--- config.mk ---
export PLATFORM = sky130hd
export DESIGN_NAME = ycbcr_to_rgb_pixel_pack
export DESIGN_NICKNAME = d
export VERILOG_FILES = /design/src/y2rgb_pkg.sv /design/src/y2rgb_csr.sv /design/src/y2rgb_datapath.sv /design/src/ycbcr_to_rgb_pixel_pack.sv
export SDC_FILE = /design/constraint.sdc
export NUM_CORES = 2
export LEC_CHECK = 0
export BUFFER_PORTS_ARGS = -buffer_cell sky130_fd_sc_hd__buf_2
export CAP_MARGIN = 30
export CORE_ASPECT_RATIO = 0.6
export CORE_MARGIN = 2
export CORE_UTILIZATION = 55
export CTS_CLUSTER_SIZE = 24
export DETAILED_ROUTE_END_ITERATION = 8
export GPL_TIMING_DRIVEN = 0
export PLACE_DENSITY_LB_ADDON = 0.3
export SLEW_MARGIN = 40
export SYNTH_ARGS = -nofsm -noshare
export SYNTH_HDL_FRONTEND = slang
export SYNTH_HIERARCHICAL = 1
export SYNTH_SLANG_ARGS = --single-unit
--- constraint.sdc ---
create_clock -name clock -period 18.19 [get_ports clock]
set_input_delay 2.7285 -clock clock [delete_from_list [all_inputs] [get_ports clock]]
set_output_delay 2.7285 -clock clock [all_outputs]
set_load 0.05 [all_outputs]
--- src/y2rgb_pkg.sv ---
// Shared types, register codes, luma expansion table and helpers for the YCbCr to RGB packer.
package y2rgb_pkg;

   // Register map
   localparam int CsrAddrWidth = 5;
   localparam int CsrDataWidth = 32;
   localparam logic [2:0] REG_PIXEL_FORMAT  = 3'd0;
   localparam logic [2:0] REG_CR_RED_GAIN   = 3'd1;
   localparam logic [2:0] REG_CR_GREEN_GAIN = 3'd2;
   localparam logic [2:0] REG_CB_GREEN_GAIN = 3'd3;
   localparam logic [2:0] REG_CB_BLUE_GAIN  = 3'd4;

   // Reset values
   localparam logic [3:0]  PIXEL_FORMAT_RESET  = 4'd3;
   localparam logic [16:0] CR_RED_GAIN_RESET   = 17'd89850;
   localparam logic [16:0] CR_GREEN_GAIN_RESET = 17'd45744;
   localparam logic [16:0] CB_GREEN_GAIN_RESET = 17'd22020;
   localparam logic [16:0] CB_BLUE_GAIN_RESET  = 17'd113508;

   // Color model codes
   localparam logic [3:0] MODEL_BGR888       = 4'd0;
   localparam logic [3:0] MODEL_BGRA8888     = 4'd1;
   localparam logic [3:0] MODEL_RGB565       = 4'd2;
   localparam logic [3:0] MODEL_RGB888       = 4'd3;
   localparam logic [3:0] MODEL_RGBA8888     = 4'd4;
   localparam logic [3:0] MODEL_601_BGR888   = 4'd5;
   localparam logic [3:0] MODEL_601_BGRA8888 = 4'd6;
   localparam logic [3:0] MODEL_601_RGB565   = 4'd7;
   localparam logic [3:0] MODEL_601_RGB888   = 4'd8;
   localparam logic [3:0] MODEL_601_RGBA8888 = 4'd9;
   localparam logic [3:0] MODEL_RGBA16161616 = 4'd10;

   // Byte counts of the packed formats
   localparam logic [3:0] BYTES_RGB565 = 4'd2;
   localparam logic [3:0] BYTES_24BIT  = 4'd3;
   localparam logic [3:0] BYTES_32BIT  = 4'd4;
   localparam logic [3:0] BYTES_64BIT  = 4'd8;

   // Packing format once the 601 flag is split off
   typedef enum logic [2:0] {
      FMT_BGR888,
      FMT_BGRA8888,
      FMT_RGB565,
      FMT_RGB888,
      FMT_RGBA8888,
      FMT_RGBA16161616
   } pack_fmt_type;

   typedef struct packed {
      logic [7:0] luma;
      logic [7:0] chroma_blue;
      logic [7:0] chroma_red;
   } req_word_type;

   typedef struct packed {
      logic [7:0]  red;
      logic [7:0]  green;
      logic [7:0]  blue;
      logic [63:0] packed_pixel;
      logic [3:0]  byte_count;
   } rsp_word_type;

   // Register file contents seen by the datapath
   typedef struct packed {
      logic [3:0]  pixel_format;
      logic [16:0] cr_red_gain;
      logic [16:0] cr_green_gain;
      logic [16:0] cb_green_gain;
      logic [16:0] cb_blue_gain;
   } cfg_type;

   // 601 luma expansion: clamp(floor((11644*i - 154885) / 10000))
   typedef logic [7:0] luma_rom_type [256];

   function automatic luma_rom_type build_luma_rom();
      luma_rom_type rom;
      int num;
      int val;
      for (int i = 0; i < 256; i++) begin
         num = 11644 * i - 154885;
         if (num < 0) begin
            val = 0;
         end else begin
            val = num / 10000;
            if (val > 255) begin
               val = 255;
            end
         end
         rom[i] = val[7:0];
      end
      return rom;
   endfunction

   localparam luma_rom_type LUMA_ROM = build_luma_rom();

   // Channel sum is signed 13.16; floor to integer and clip to 0..255
   localparam int SumWidth = 29;

   function automatic logic [7:0] clip_channel(input logic signed [SumWidth-1:0] v);
      logic [7:0] res;
      if (v[SumWidth-1]) begin
         res = 8'd0;
      end else if (|v[SumWidth-2:24]) begin
         res = 8'hff;
      end else begin
         res = v[23:16];
      end
      return res;
   endfunction

endpackage

--- src/y2rgb_csr.sv ---
// APB-style register file for color model and chroma gains.
module y2rgb_csr import y2rgb_pkg::*; (
   input  logic                     clock,
   input  logic                     reset,
   input  logic                     csr_psel,
   input  logic                     csr_penable,
   input  logic                     csr_pwrite,
   input  logic [CsrAddrWidth-1:0]  csr_paddr,
   input  logic [CsrDataWidth-1:0]  csr_pwdata,
   output logic [CsrDataWidth-1:0]  csr_prdata,
   output logic                     csr_pready,
   output cfg_type                  cfg
);

   cfg_type    cfg_ff;
   cfg_type    cfg_in;
   logic       wr_en;
   logic [2:0] reg_idx;

   assign csr_pready = 1'b1;
   assign reg_idx    = csr_paddr[4:2];
   assign wr_en      = csr_psel && csr_penable && csr_pwrite && csr_pready;

   // Register write decode; unknown indexes are ignored
   always_comb begin
      cfg_in = cfg_ff;
      if (wr_en) begin
         unique case (reg_idx)
            REG_PIXEL_FORMAT:  cfg_in.pixel_format  = csr_pwdata[3:0];
            REG_CR_RED_GAIN:   cfg_in.cr_red_gain   = csr_pwdata[16:0];
            REG_CR_GREEN_GAIN: cfg_in.cr_green_gain = csr_pwdata[16:0];
            REG_CB_GREEN_GAIN: cfg_in.cb_green_gain = csr_pwdata[16:0];
            REG_CB_BLUE_GAIN:  cfg_in.cb_blue_gain  = csr_pwdata[16:0];
            default: ;
         endcase
      end
   end

   always_ff @(posedge clock) begin
      if (reset) begin
         cfg_ff.pixel_format  <= PIXEL_FORMAT_RESET;
         cfg_ff.cr_red_gain   <= CR_RED_GAIN_RESET;
         cfg_ff.cr_green_gain <= CR_GREEN_GAIN_RESET;
         cfg_ff.cb_green_gain <= CB_GREEN_GAIN_RESET;
         cfg_ff.cb_blue_gain  <= CB_BLUE_GAIN_RESET;
      end else begin
         cfg_ff <= cfg_in;
      end
   end

   // Read mux
   always_comb begin
      unique case (reg_idx)
         REG_PIXEL_FORMAT:  csr_prdata = {28'd0, cfg_ff.pixel_format};
         REG_CR_RED_GAIN:   csr_prdata = {15'd0, cfg_ff.cr_red_gain};
         REG_CR_GREEN_GAIN: csr_prdata = {15'd0, cfg_ff.cr_green_gain};
         REG_CB_GREEN_GAIN: csr_prdata = {15'd0, cfg_ff.cb_green_gain};
         REG_CB_BLUE_GAIN:  csr_prdata = {15'd0, cfg_ff.cb_blue_gain};
         default:           csr_prdata = '0;
      endcase
   end

   assign cfg = cfg_ff;

endmodule

--- src/y2rgb_datapath.sv ---
// Three-stage conversion pipeline: luma expansion, gain multiplies, sum/clip/pack.
module y2rgb_datapath import y2rgb_pkg::*; (
   input  logic         clock,
   input  logic         reset,
   input  cfg_type      cfg,
   input  logic         req_valid,
   output logic         req_ready,
   input  req_word_type req_data,
   output logic         rsp_valid,
   input  logic         rsp_ready,
   output rsp_word_type rsp_data
);

   localparam int ProdWidth = 27;

   logic advance;
   logic model_ok;
   logic use_601;
   pack_fmt_type fmt_dec;

   // stage 1: expanded luma and centered chroma
   logic              s1_vld_ff, s1_vld_in;
   logic [7:0]        s1_y_ff, s1_y_in;
   logic signed [8:0] s1_cb_ff, s1_cr_ff;
   pack_fmt_type      s1_fmt_ff;

   // stage 2: gain products
   logic                        s2_vld_ff;
   logic [7:0]                  s2_y_ff;
   logic signed [ProdWidth-1:0] s2_r_prod_ff, s2_gr_prod_ff, s2_gb_prod_ff, s2_b_prod_ff;
   logic signed [ProdWidth-1:0] s2_r_prod_in, s2_gr_prod_in, s2_gb_prod_in, s2_b_prod_in;
   pack_fmt_type                s2_fmt_ff;

   // stage 3: result register
   logic                       out_vld_ff;
   rsp_word_type               out_ff, out_in;
   logic signed [SumWidth-1:0] y_scaled, r_sum, g_sum, b_sum;
   logic [7:0]                 r_ch, g_ch, b_ch;

   // whole pipeline moves when the result register is free or being drained
   assign advance   = !out_vld_ff || rsp_ready;
   assign req_ready = advance;

   // color model decode; undefined models drop the word
   always_comb begin
      model_ok = 1'b1;
      use_601  = 1'b0;
      fmt_dec  = FMT_RGB888;
      unique case (cfg.pixel_format) inside
         MODEL_BGR888:       fmt_dec = FMT_BGR888;
         MODEL_BGRA8888:     fmt_dec = FMT_BGRA8888;
         MODEL_RGB565:       fmt_dec = FMT_RGB565;
         MODEL_RGB888:       fmt_dec = FMT_RGB888;
         MODEL_RGBA8888:     fmt_dec = FMT_RGBA8888;
         MODEL_601_BGR888:   begin fmt_dec = FMT_BGR888;   use_601 = 1'b1; end
         MODEL_601_BGRA8888: begin fmt_dec = FMT_BGRA8888; use_601 = 1'b1; end
         MODEL_601_RGB565:   begin fmt_dec = FMT_RGB565;   use_601 = 1'b1; end
         MODEL_601_RGB888:   begin fmt_dec = FMT_RGB888;   use_601 = 1'b1; end
         MODEL_601_RGBA8888: begin fmt_dec = FMT_RGBA8888; use_601 = 1'b1; end
         MODEL_RGBA16161616: fmt_dec = FMT_RGBA16161616;
         default:            model_ok = 1'b0;
      endcase
   end

   assign s1_vld_in = req_valid && model_ok;
   assign s1_y_in   = use_601 ? LUMA_ROM[req_data.luma] : req_data.luma;

   always_ff @(posedge clock) begin
      if (advance) begin
         s1_y_ff   <= s1_y_in;
         s1_cb_ff  <= $signed({1'b0, req_data.chroma_blue}) - 9'sd128;
         s1_cr_ff  <= $signed({1'b0, req_data.chroma_red}) - 9'sd128;
         s1_fmt_ff <= fmt_dec;
      end
   end

   // gain products, 17-bit unsigned gain by 9-bit signed chroma
   assign s2_r_prod_in  = $signed({1'b0, cfg.cr_red_gain})   * s1_cr_ff;
   assign s2_gr_prod_in = $signed({1'b0, cfg.cr_green_gain}) * s1_cr_ff;
   assign s2_gb_prod_in = $signed({1'b0, cfg.cb_green_gain}) * s1_cb_ff;
   assign s2_b_prod_in  = $signed({1'b0, cfg.cb_blue_gain})  * s1_cb_ff;

   always_ff @(posedge clock) begin
      if (advance) begin
         s2_y_ff       <= s1_y_ff;
         s2_r_prod_ff  <= s2_r_prod_in;
         s2_gr_prod_ff <= s2_gr_prod_in;
         s2_gb_prod_ff <= s2_gb_prod_in;
         s2_b_prod_ff  <= s2_b_prod_in;
         s2_fmt_ff     <= s1_fmt_ff;
      end
   end

   // channel sums in signed 13.16, then floor and clip
   assign y_scaled = $signed({5'd0, s2_y_ff, 16'd0});
   assign r_sum = y_scaled + SumWidth'(s2_r_prod_ff);
   assign g_sum = y_scaled - SumWidth'(s2_gr_prod_ff) - SumWidth'(s2_gb_prod_ff);
   assign b_sum = y_scaled + SumWidth'(s2_b_prod_ff);
   assign r_ch  = clip_channel(r_sum);
   assign g_ch  = clip_channel(g_sum);
   assign b_ch  = clip_channel(b_sum);

   // pixel packing, first memory byte in the low bits, alpha zero
   always_comb begin
      out_in.red   = r_ch;
      out_in.green = g_ch;
      out_in.blue  = b_ch;
      case (s2_fmt_ff)
         FMT_BGR888: begin
            out_in.packed_pixel = {40'd0, r_ch, g_ch, b_ch};
            out_in.byte_count   = BYTES_24BIT;
         end
         FMT_BGRA8888: begin
            out_in.packed_pixel = {40'd0, r_ch, g_ch, b_ch};
            out_in.byte_count   = BYTES_32BIT;
         end
         FMT_RGB565: begin
            out_in.packed_pixel = {48'd0, r_ch[7:3], g_ch[7:2], b_ch[7:3]};
            out_in.byte_count   = BYTES_RGB565;
         end
         FMT_RGB888: begin
            out_in.packed_pixel = {40'd0, b_ch, g_ch, r_ch};
            out_in.byte_count   = BYTES_24BIT;
         end
         FMT_RGBA8888: begin
            out_in.packed_pixel = {40'd0, b_ch, g_ch, r_ch};
            out_in.byte_count   = BYTES_32BIT;
         end
         default: begin
            out_in.packed_pixel = {16'd0, 8'd0, b_ch, 8'd0, g_ch, 8'd0, r_ch};
            out_in.byte_count   = BYTES_64BIT;
         end
      endcase
   end

   always_ff @(posedge clock) begin
      if (advance) begin
         out_ff <= out_in;
      end
   end

   // valid bits
   always_ff @(posedge clock) begin
      if (reset) begin
         s1_vld_ff  <= 1'b0;
         s2_vld_ff  <= 1'b0;
         out_vld_ff <= 1'b0;
      end else if (advance) begin
         s1_vld_ff  <= s1_vld_in;
         s2_vld_ff  <= s1_vld_ff;
         out_vld_ff <= s2_vld_ff;
      end
   end

   assign rsp_valid = out_vld_ff;
   assign rsp_data  = out_ff;

   // undefined color model never enters the pipeline
   assert property (@(posedge clock) disable iff (reset)
      req_valid && req_ready && !model_ok |=> !s1_vld_ff)
      else $error("dropped word entered pipeline");

   // a held pipeline keeps its words
   assert property (@(posedge clock) disable iff (reset)
      s2_vld_ff && !advance |=> s2_vld_ff && out_vld_ff)
      else $error("word lost while stalled");

   // byte count is one of the packed sizes
   assert property (@(posedge clock) disable iff (reset)
      rsp_valid |-> (rsp_data.byte_count == BYTES_RGB565 || rsp_data.byte_count == BYTES_24BIT
                     || rsp_data.byte_count == BYTES_32BIT
                     || rsp_data.byte_count == BYTES_64BIT))
      else $error("bad byte count");

   // bits above the low three bytes are zero unless the byte count is eight
   assert property (@(posedge clock) disable iff (reset)
      rsp_valid && rsp_data.byte_count != BYTES_64BIT |-> rsp_data.packed_pixel[63:24] == '0)
      else $error("packed pixel has bits past byte count");

endmodule

--- src/ycbcr_to_rgb_pixel_pack.sv ---
// Top level of the YCbCr to RGB converter and pixel packer.
//
//   port group   dir   handshake              carries
//   req_*        in    req_valid/req_ready    luma, Cb, Cr word
//   rsp_*        out   rsp_valid/rsp_ready    clipped RGB and packed pixel word
//   csr_*        in    APB psel/penable       color model and four chroma gains
//
// One word per clock sustained while results drain; a word reaches rsp_valid through
// three register stages (luma table, gain multiply, sum/clip/pack result register).
// A held result word (rsp_valid high, rsp_ready low) stalls the whole pipeline.
// Words sent under an undefined color model (11..15) are accepted and dropped.
// Reset is synchronous and restores the register defaults; no warm-up pass.
module ycbcr_to_rgb_pixel_pack import y2rgb_pkg::*; (
   input  logic                    clock,
   input  logic                    reset,
   input  logic                    req_valid,
   output logic                    req_ready,
   input  req_word_type            req_data,
   output logic                    rsp_valid,
   input  logic                    rsp_ready,
   output rsp_word_type            rsp_data,
   input  logic                    csr_psel,
   input  logic                    csr_penable,
   input  logic                    csr_pwrite,
   input  logic [CsrAddrWidth-1:0] csr_paddr,
   input  logic [CsrDataWidth-1:0] csr_pwdata,
   output logic [CsrDataWidth-1:0] csr_prdata,
   output logic                    csr_pready
);

   cfg_type cfg;

   // configuration registers
   y2rgb_csr u_csr (
      .clock       (clock),
      .reset       (reset),
      .csr_psel    (csr_psel),
      .csr_penable (csr_penable),
      .csr_pwrite  (csr_pwrite),
      .csr_paddr   (csr_paddr),
      .csr_pwdata  (csr_pwdata),
      .csr_prdata  (csr_prdata),
      .csr_pready  (csr_pready),
      .cfg         (cfg)
   );

   // conversion pipeline
   y2rgb_datapath u_datapath (
      .clock     (clock),
      .reset     (reset),
      .cfg       (cfg),
      .req_valid (req_valid),
      .req_ready (req_ready),
      .req_data  (req_data),
      .rsp_valid (rsp_valid),
      .rsp_ready (rsp_ready),
      .rsp_data  (rsp_data)
   );

endmodule
==> metrics.cfg <==
[placed_design]
dp.final_hpwl_um=73800
place.port_buffers=126
dp_cells=4329
gp_congestion=0.981

[yosys]
seq_area_frac_synth=0.207
synth_top_area_cell=fa_1
netlist_area_sq_um=32500
synth_seq_cells=249
synth_edf_count=174
yosys-top-cells-area=fa_1 (27%), edfxtp_1 (16%), ha_1 (13%), and2_1 (5.7%), inv_1 (4.8%)
synth_cell_type_count=94
synth_area_per_cell_sq_um=9.61
synth_top_area_share=0.266
async_reset_ff_frac=0
ys_warn_count=6
synth_flop_cell=edfxtp_1
postSynthCellCount=3386

[cells_and_area]
drive_above_1_share=0.0807
nFillCells=4925
fin_cells=4378
syn2layout_area_growth_pct=8.50
num_antenna_cells=0
layout.nets=4431

[grt]
track_usage=0.301
grt_pass1_wl_um=142000
antenna_found_initial=3
overflow=0
grt_pass1_vias=24600
grt_max_degree=79

[clocking]
clk_pin_slew_ps=80
cts_tree=built
cts_sinks=249
post-cts-setup-buffer-count=0
cts_hold_buffers=0
numCtsBuffers=27
cts-root-buf=clkbuf_16
cts_max_level=1
clk_latency_ps=600
cts_resized=0
clk_path_buf_depth=3

[min_path]
hold_class=reg -> reg

[setup_path]
critPathRequiredTime_ps=18500
cp.arrival_ps=7770
path_max_fanout=10
end_kind=register
cp-start-kind=register
crit_type=reg -> reg

[timing]
rsz0062_at_grt=false
worst_pin_slew_ps=843
finClkSkew_ps=53.0
timing.final.crit_share=0.410
relSlewSlack=0.438
final.setup.tns_ps=0
final-hold-violation-count=0
drv_slew=0
setup_viol=0
fmaxAchievable_mhz=134
layout_min_cycle_time_ps=7460

[die]
die_w_um=318
die_h_um=192
pin_count=195
row_count=68
start_util=0.561
die_area_sq_um=61200
core_area_sq_um=57900

[drt]
drcViolationCount=0
via_per_inst=5.78
first_pass_iters=6
via_count=25300
drt-total-wl_um=91300
initialDrtViolationCount=2796
detail-route-antenna-nets=0
post_drt_wl_per_cell_um=20.8

[power]
power.leakage_nw=17.0
power_density_nw_per_um2=124
vdd_drop_max_uv=277

[flow_run]
maxCapViolCount=0

[status]
status=finished clean

==> cells in the mapped netlist (all sizes together) (29+ instances only) <==
| cell type | number |
|---|---|
| ha | 343 |
| o211ai | 29 |
| nor2 | 185 |
| nand2b | 64 |
| clkbuf | 121 |
| dfxtp | 75 |
| inv | 416 |
| xnor2 | 57 |
| a22oi | 33 |
| and2 | 297 |
| nor2b | 79 |
| fa | 432 |
| mux2i | 82 |
| nand2 | 329 |
| o21ai | 127 |
| buf | 76 |
| nor3 | 29 |
| a21oi | 125 |
| edfxtp | 174 |
==> routing by layer <==
layer  GRT usage  share of wire  vias up
met5           0        0.00013        -
met4      0.0566          0.019        2
met3       0.125           0.15      128
met2       0.403           0.38     1422
met1       0.451           0.45    12300
li1            -              -    11500
==> path summary, 6_finish.rpt <==
| kind | start | endpoint | slack (ps) | cells past startpoint |
|---|---|---|---|---|
| hold / removal | u_datapath/s1_y_ff[7] | u_datapath/s2_y_ff[7] | 420 | 0 |
| hold reg to reg | u_datapath/s1_y_ff[7] | u_datapath/s2_y_ff[7] | 420 | 0 |
| setup / recovery | u_datapath/s1_cb_ff[7] | u_datapath/s2_gb_prod_ff[26] | 10730 | 20 |
| setup reg to reg | u_datapath/s1_cb_ff[7] | u_datapath/s2_gb_prod_ff[26] | 10730 | 20 |
==> critical path: stages, from the launching register on <==
cell and delay (ps):
edfxtp_1 910, clkbuf_1 580, clkbuf_1 550, nand2_1 160
fa_1 520, fa_1 530, inv_1 60, fa_1 510
fa_1 460, fa_1 390, ha_1 360, o21a_1 200
o21ai_0 140, nand2b_1 100, a41oi_2 300, o21ai_1 140
o41a_1 360, a41o_1 310, a221o_1 360, a21oi_1 170
xnor2_1 70
==> cell type report <==
cell class	instances	area [sq um]	share of cell area
Multi-Input combinational cell	2566	23400	0.664
Clock buffer	30	707	0.0200
Sequential cell	249	6730	0.191
Buffer	197	975	0.0276
Tap cell	770	963	0.0273
Inverter	419	1580	0.0448
Timing Repair Buffer	128	686	0.0194
Clock inverter	19	210	0.00596
==> layout by cell type (no fill, tap or decap), types with 11 or more instances in the layout <==
cell type	count
a211oi_1	17
a21o_1	25
a21oi_1	122
a22oi_1	32
a31oi_1	14
and2_1	297
and3_1	16
buf_2	141
buf_4	53
clkbuf_1	121
clkbuf_16	27
conb_1	48
dfxtp_1	75
edfxtp_1	174
fa_1	432
ha_1	343
inv_1	414
mux2i_1	82
nand2_1	329
nand2b_1	64
nand3_1	21
nor2_1	180
nor2b_1	79
nor3_1	29
o211ai_1	29
o21a_1	25
o21ai_0	110
o21ai_1	16
o221ai_1	11
o22ai_1	26
xnor2_1	56
xor2_1	23
==> per-stage QoR <==
stage	setup WS [ps]	total power, mW	utilization	hold WS, ps	area, sq um
final	10730	4.36	0.609	416	35300
after global routing	10500	4.73	0.609	427	35300
after floorplan	8990	2.96	-	400	32700
after detailed placement	10990	3.71	0.593	405	34400
after CTS	10900	4.32	0.609	417	35300
after global placement	6560	3.66	0.592	401	34300
==> where the power goes <==
group | internal [mW] | leakage, nW | switching, mW
Sequential | 0.830 | 2.46 | 0.0624
Combinational | 1.09 | 14.1 | 1.79
Clock | 0.327 | 0.459 | 0.260
==> sequential cells by signal, indices dropped and copies added, names as in the netlist, 3 cells and up <==
signal	count
u_datapath/rsp_data	60
u_csr/cfg	72
u_datapath/s2_fmt_ff	3
u_datapath/s2_gr_prod_ff	27
u_datapath/s1_fmt_ff	3
u_datapath/s2_y_ff	8
u_datapath/s2_r_prod_ff	11
u_datapath/s2_gb_prod_ff	27
u_datapath/s1_cb_ff	8
u_datapath/s2_b_prod_ff	11
u_datapath/s1_cr_ff	8
u_datapath/s1_y_ff	8
==> cells by family (layout without fill, tap and decap cells) <==
family	count (synthesis)	after routing	share of synthesized area
AOI/OAI and AO/OA	511	511	0.102
other	3	48	0.000346
adders and majority gates	775	775	0.398
muxes	87	87	0.0270
buffers and inverters	616	793	0.0783
DFF	249	249	0.207
and+or+nand+nor	1065	1065	0.166
xor gates and xnor gates	80	80	0.0215
Power figures use the tool's default switching activity.
